File: config.mk
export PLATFORM = sky130hd
export DESIGN_NAME = fpsc_ctrl
export DESIGN_NICKNAME = d
export VERILOG_FILES = /design/src/rtl/fpsc_pkg.sv /design/src/rtl/fpsc_ctrl.sv
export SDC_FILE = /design/constraint.sdc
export NUM_CORES = 1
export LEC_CHECK = 0
export BUFFER_PORTS_ARGS = -buffer_cell sky130_fd_sc_hd__buf_2
export CAP_MARGIN = 5
export CORE_AREA = 2 2 39 41
export CTS_CLUSTER_SIZE = 40
export DETAILED_ROUTE_END_ITERATION = 10
export DIE_AREA = 0 0 41 43
export GPL_ROUTABILITY_DRIVEN = 0
export HOLD_SLACK_MARGIN = 0.12
export PLACE_DENSITY = 0.7
export REMOVE_ABC_BUFFERS = 1
export SETUP_SLACK_MARGIN = 0.5
export SKIP_CTS_REPAIR_TIMING = 1
export SLEW_MARGIN = 20
export SYNTH_ARGS = -nofsm -noshare
export SYNTH_HDL_FRONTEND = slang
export SYNTH_SLANG_ARGS = --single-unit
File: constraint.sdc
create_clock -name clk -period 4 [get_ports clk]
set_input_delay 0.8 -clock clk [delete_from_list [all_inputs] [get_ports clk]]
set_output_delay 0.8 -clock clk [all_outputs]
set_load 0.02 [all_outputs]
File: src/rtl/fpsc_pkg.sv
`default_nettype none
package fpsc_pkg;

    localparam int SPD_W      = 21;
    localparam int MAG_W      = 20;
    localparam int DUTY_W     = 16;
    localparam int INTEG_W    = 32;
    localparam int GAIN_W     = 16;
    localparam int LIM_W      = 15;
    localparam int CFG_IDX_W  = 3;
    localparam int CFG_DATA_W = 21;
    localparam int DIV_NUM_W  = 52;
    localparam int DIV_DEN_W  = 23;
    localparam int CLAMP_W    = 19;

    localparam logic [MAG_W-1:0]     MAG_MAX    = 20'd1048575;
    localparam logic [MAG_W-1:0]     DEADBAND   = 20'd256;
    localparam logic [MAG_W-1:0]     MEAS_GATE  = 20'd12800;
    localparam logic [LIM_W-1:0]     DUTY_NEAR_FULL = 15'd32736;
    localparam logic [LIM_W-1:0]     SAT_LOW    = 15'd32;
    localparam logic [CLAMP_W-1:0]   I_POS_NUM  = 19'd503316;
    localparam logic [CLAMP_W-1:0]   I_NEG_NUM  = 19'd167772;
    localparam logic [LIM_W-1:0]     DUTY_MAX   = 15'd32767;
    localparam logic [DUTY_W-1:0]    FF_MAX     = 16'd32768;
    localparam logic [INTEG_W-1:0]   INTEG_MAXP = 32'h7fff_ffff;
    localparam logic [INTEG_W-1:0]   INTEG_MINN = 32'h8000_0000;

    typedef enum logic [CFG_IDX_W-1:0] {
        REG_PROP_GAIN,
        REG_INT_GAIN,
        REG_INT_GAIN_LOW,
        REG_LOW_SPEED_THR,
        REG_FF_RATE,
        REG_FF_OFFSET,
        REG_P_LIMIT,
        REG_STICTION
    } cfg_reg_t;

    typedef enum logic [3:0] {
        OP_NONE,
        OP_LOAD,
        OP_RS_MUL,
        OP_RS_DIV,
        OP_RS_WB,
        OP_FF_DIV,
        OP_FF_WB,
        OP_POS_DIV,
        OP_POS_WB,
        OP_NEG_DIV,
        OP_NEG_WB,
        OP_INTEG,
        OP_MUL,
        OP_SUM,
        OP_FINISH
    } dp_op_t;

    typedef struct packed {
        dp_op_t op;
    } dp_cmd_t;

    typedef struct packed {
        logic div_done;
    } dp_status_t;

endpackage
`default_nettype wire

File: src/rtl/fpsc_ctrl.sv
`default_nettype none
module fpsc_ctrl
    import fpsc_pkg::*;
(
    input  wire logic       clk,
    input  wire logic       rst_n,
    input  wire logic       in_valid,
    output logic            in_ready,
    output logic            out_valid,
    input  wire logic       out_ready,
    output dp_cmd_t         cmd,
    input  wire dp_status_t status
);

    typedef enum logic [4:0] {
        S_IDLE,
        S_RS_MUL,
        S_RS_DIV,
        S_RS_WAIT,
        S_RS_WB,
        S_FF_DIV,
        S_FF_WAIT,
        S_FF_WB,
        S_POS_DIV,
        S_POS_WAIT,
        S_POS_WB,
        S_NEG_DIV,
        S_NEG_WAIT,
        S_NEG_WB,
        S_INTEG,
        S_MUL,
        S_SUM,
        S_OUT
    } state_t;

    state_t state_reg, state_next;
    logic   out_valid_reg, out_valid_next;
    logic   out_free;

    always_comb
    begin
        out_free       = !out_valid_reg || out_ready;
        state_next     = state_reg;
        out_valid_next = out_valid_reg && !out_ready;
        cmd.op         = OP_NONE;
        case (state_reg)
            S_IDLE:
            begin
                if (in_valid)
                begin
                    cmd.op     = OP_LOAD;
                    state_next = S_RS_MUL;
                end
            end
            S_RS_MUL:
            begin
                cmd.op     = OP_RS_MUL;
                state_next = S_RS_DIV;
            end
            S_RS_DIV:
            begin
                cmd.op     = OP_RS_DIV;
                state_next = S_RS_WAIT;
            end
            S_RS_WAIT:  if (status.div_done) state_next = S_RS_WB;
            S_RS_WB:
            begin
                cmd.op     = OP_RS_WB;
                state_next = S_FF_DIV;
            end
            S_FF_DIV:
            begin
                cmd.op     = OP_FF_DIV;
                state_next = S_FF_WAIT;
            end
            S_FF_WAIT:  if (status.div_done) state_next = S_FF_WB;
            S_FF_WB:
            begin
                cmd.op     = OP_FF_WB;
                state_next = S_POS_DIV;
            end
            S_POS_DIV:
            begin
                cmd.op     = OP_POS_DIV;
                state_next = S_POS_WAIT;
            end
            S_POS_WAIT: if (status.div_done) state_next = S_POS_WB;
            S_POS_WB:
            begin
                cmd.op     = OP_POS_WB;
                state_next = S_NEG_DIV;
            end
            S_NEG_DIV:
            begin
                cmd.op     = OP_NEG_DIV;
                state_next = S_NEG_WAIT;
            end
            S_NEG_WAIT: if (status.div_done) state_next = S_NEG_WB;
            S_NEG_WB:
            begin
                cmd.op     = OP_NEG_WB;
                state_next = S_INTEG;
            end
            S_INTEG:
            begin
                cmd.op     = OP_INTEG;
                state_next = S_MUL;
            end
            S_MUL:
            begin
                cmd.op     = OP_MUL;
                state_next = S_SUM;
            end
            S_SUM:
            begin
                cmd.op     = OP_SUM;
                state_next = S_OUT;
            end
            S_OUT:
            begin
                // wait for the output register to free up
                if (out_free)
                begin
                    cmd.op         = OP_FINISH;
                    out_valid_next = 1'b1;
                    state_next     = S_IDLE;
                end
            end
            default:
            begin
                state_next = S_IDLE;
            end
        endcase
    end

    always_ff @(posedge clk or negedge rst_n)
    begin
        if (!rst_n)
        begin
            state_reg     <= S_IDLE;
            out_valid_reg <= 1'b0;
        end
        else
        begin
            state_reg     <= state_next;
            out_valid_reg <= out_valid_next;
        end
    end

    assign in_ready  = (state_reg == S_IDLE);
    assign out_valid = out_valid_reg;

    a_done_in_wait: assert property (@(posedge clk) disable iff (!rst_n)
        status.div_done |-> (state_reg == S_RS_WAIT || state_reg == S_FF_WAIT ||
                             state_reg == S_POS_WAIT || state_reg == S_NEG_WAIT))
        else $error("divider finished outside a wait state");

    a_accept_starts: assert property (@(posedge clk) disable iff (!rst_n)
        (in_valid && in_ready) |=> state_reg == S_RS_MUL)
        else $error("accepted word did not start a tick");

    a_out_from_finish: assert property (@(posedge clk) disable iff (!rst_n)
        $rose(out_valid_reg) |-> $past(state_reg == S_OUT))
        else $error("result shown without finishing a tick");

endmodule
`default_nettype wire

# Word level (Yosys, flattened, before mapping)
# Index checks and enable logic that the tools add are counted.
dict set report word_totals {
  elab_cells 43
  reg_bits 6
}
dict set report op_classes {
  n_reduce_logical 6
  n_eq_ne 23
  muxes 12
}
# operator n
set ops {}
lappend ops {{$pmux 5 s18} 1}
lappend ops {{$pmux 4 s14} 1}
lappend ops {{$eq 5x4->1 const B} 8}
lappend ops {{$mux 5} 6}
lappend ops {{$eq 5x3->1 const B} 4}
lappend ops {{$ne 2x2->1 const B} 6}
lappend ops {{$eq 5x2->1 const B} 2}
lappend ops {{$eq 5x5->1 const B} 2}
lappend ops {{$reduce_and 6->1} 1}
lappend ops {{$eq 5x1->1 const B} 1}
lappend ops {{$logic_not 5->1} 1}
lappend ops {{$mux 4} 1}
lappend ops {{$mux 1} 3}
lappend ops {{$logic_not 1->1} 2}
lappend ops {{$logic_and 1x1->1} 1}
lappend ops {{$logic_or 1x1->1} 1}

# Logic depth before layout (Yosys ltp)
dict set report logic_depth {
  depth_word 4
  depth_mapped 6
}

# Least setup slack after synthesis
# Ideal clock, no wire load.
dict set report synth_path {
  path_kind {reg2out}
  from {register state_reg[1]}
  to {output cmd[1] (netlist bit)}
  setup_slack_ns 1.670
  path_stages_with_launch 7
  arrival_time_ns 1.530
  t_required_ns 3.200
  n_path_buf 2
  path_cell_list {dfrtp_1 -> buf_2 -> clkbuf_1 -> nand3_1 -> nor2_1 -> nor3_1 -> o21ai_0}
}
# element line_no
set synth_lines {}
lappend synth_lines {{start: declaration} fpsc_ctrl.sv:36} ;# state_t state_reg, state_next;
lappend synth_lines {{start signal: assignment} fpsc_ctrl.sv:145} ;# state_reg <= state_next;
lappend synth_lines {{end: declaration} fpsc_ctrl.sv:11} ;# output dp_cmd_t cmd,

==> impl_metrics.py <==
metrics = {
    "status": {
        "status": "finished clean",
    },
    "timing": {
        "hold_viol_final": 0,
        "setup_viol_count_final": 0,
        "finalCritPeriodShare_pct": 63.5,
        "rsz0062_at_grt": "no",
        "finClkSkew_ps": 7.12,
        "slew_viol_final": 0,
        "worst_pin_slew_ps": 553,
        "min_period_ps": 2540,
        "max-slew-margin-rel_pct": 63.1,
        "tns_ps": 0,
        "clock.fmax_mhz": 393,
    },
    "setup_path": {
        "cp_top_family": "flip-flops",
        "crit_chain": "nand2b_1, and3_1, o31ai_1, o21ai_0, buf_2",
        "required_ps": 3200,
        "cpPeakStageDelay_ps": 540,
        "cp-start-kind": "register",
        "worstSetupEndpointType": "output pin",
        "cp_slowest_cell": "dfrtp_1",
        "crit_buf_inv": 1,
        "crit_arrival_ps": 1740,
        "path_max_fanout": 17,
        "worstSetupPathType": "reg -> out",
    },
    "clock_network": {
        "clkSinkCount": 6,
        "cts_tree": "done",
        "root_buffer": "clkbuf_4",
        "insertion_delay_ps": 240,
        "ctsHtreeMaxLevel": 1,
        "clk_pin_slew_ps": 50,
        "cts-buffers-inserted": 3,
        "cts_buffer_depth": 2,
    },
    "detailed_routing": {
        "via_per_inst": 5.70,
        "wl_per_cell_um": 12.3,
        "vias": 507,
        "drtPass1Iterations": 5,
        "routed_wl_um": 1090,
        "antenna_left": 0,
        "drtIter0Drc": 9,
        "drc_errors": 0,
    },
    "pwr": {
        "power.leakage_nw": 0.261,
        "vdd_drop_max_mv": 0.282,
        "power.total_w": 0.000558,
        "cellPowerDensity_nw_per_um2": 925,
    },
    "yosys": {
        "yosys.cell_count.top_type": "o21ai_0",
        "yosys-mux-area-fraction_pct": 2.73,
        "synthAdderAreaFrac_pct": 0,
        "yosysSeqAreaShare_pct": 27.3,
        "synth_top_cell_area_share_pct": 27.3,
        "synth_xor_xnor_area_share_pct": 6.38,
        "syn-cell-area_um2": 549,
        "synth_compound_area_share_pct": 19.6,
        "ys_ff_latch": 6,
        "synth_edf_count": 0,
        "syn_inst": 68,
        "synth_commonest_cells": "7 x o21ai_0, 6 x clkbuf_1, 6 x dfrtp_1, 5 x a21oi_1, 5 x nor2_1",
        "avgSynthCellArea_um2": 8.08,
        "ys.flop_type": "dfrtp_1",
        "synth_top_family_by_area": "simple AND/OR/NAND/NOR gates",
        "synth.largest_area_cell": "dfrtp_1",
        "synth-simple-area-share_pct": 36.9,
        "yosys-top-cells-area": "dfrtp_1 27%, o21ai_0 6.4%, nor4b_1 4.8%, a21oi_1 4.6%, nand2b_1 4.6%",
        "synthArstFlopShare_pct": 100,
        "ys_types": 29,
        "ys_warn_count": 0,
    },
    "floorplan": {
        "die_width_um": 41,
        "core_area_um2": 1380,
        "die-area_um2": 1760,
        "start_util_pct": 39.7,
        "num_io_pins": 11,
        "placementRows": 14,
        "die_y_um": 43,
    },
    "place": {
        "dp.cells": 86,
        "place_area_um2": 581,
        "io_buffers": 10,
        "hpwl_um": 744,
    },
    "cells_and_area": {
        "largest_reg_flops": 5,
        "multi_input_area_um2": 360,
        "drive_above_1_share_pct": 24.7,
        "regArea_um2": 150,
        "fin_cells": 89,
        "nNetsFinal": 80,
        "diodes": 0,
        "nFillCells": 145,
        "fin_area_um2": 603,
        "area_growth_pct": 9.79,
    },
    "job": {
        "max_cap_violations": 0,
    },
    "global_routing": {
        "grt-ovfl-total": 0,
        "grt_pass1_vias": 417,
        "grt_use_total_pct": 14.5,
        "grt_max_degree": 19,
        "grt_pass1_wl_um": 1790,
        "antenna_found_initial": 0,
    },
    "hold_path": {
        "worst_hold_path_type": "in -> async",
    },
}
per-stage QoR:
step                util [%]  worst slack [ps]  hold WS [ps]
detailed placement      42.0              1660           629
global route            43.6              1290           364
floorplan                  -              1680           504
finish                  43.6              1460           366
global placement        42.0              1680           622
CTS                     43.6              1430           369
layout make-up:
class | count | area share (%)
Timing Repair Buffer | 10 | 8.30
Sequential cell | 6 | 24.9
Tap cell | 16 | 3.32
Multi-Input combinational cell | 54 | 59.8
Clock buffer | 3 | 3.73
layout by cell type (no fill, tap or decap):
master / count
buf_2: 10
o21ai_0: 7
dfrtp_1: 6
a21oi_1: 5
nor2_1: 5
nand2b_1: 4
nand2_1: 4
nor4b_1: 3
clkbuf_4: 3
xor2_1: 2
nor3_1: 2
and3_1: 2
o31ai_1: 2
nor4_1: 2
xnor2_1: 2
or3_1: 2
nor2b_1: 1
or4_4: 1
nand3_1: 1
nand3b_1: 1
o211ai_1: 1
a21o_1: 1
nor4_2: 1
nor3_4: 1
or3_4: 1
o41ai_1: 1
a211o_1: 1
mux2_4: 1
report_power, final:
| group | total [W] | internal [W] | leakage, nW | switching [W] |
|---|---|---|---|---|
| registers | 0.000184 | 0.0000844 | 0.0759 | 0.0000997 |
| logic | 0.000318 | 0.000155 | 0.171 | 0.000163 |
| clock network | 0.0000552 | 0.0000339 | 0.0138 | 0.0000213 |
logic make-up after synthesis:
group,after synthesis
multiplexers,1
AND/OR/NAND/NOR,31
buffers and inverters,8
XOR/XNOR,4
AO/OA/AOI/OAI,18
flip-flops,6
per-layer routing:
metal	vias up	global-route usage [%]	routed length, µm
li1	260	-	-
met5	-	0	0
met2	15	19.7	490
met4	0	2.00	0
met1	232	21.4	536
met3	0	6.28	67
worst paths after layout:
kind	from	endpoint	slack, ps	depth (start not counted)
max in group asynchronous	rst_n	state_reg[2]	3490	1
worst min-delay path	rst_n	out_valid	370	1
min in group clk	out_valid	out_valid	720	2
worst min register to register	out_valid	out_valid	720	2
worst max register to register	state_reg[3]	state_reg[0]	2010	4
worst max-delay path	state_reg[1]	cmd[0]	1460	5
No activity file was read; power rests on OpenSTA's default activity.
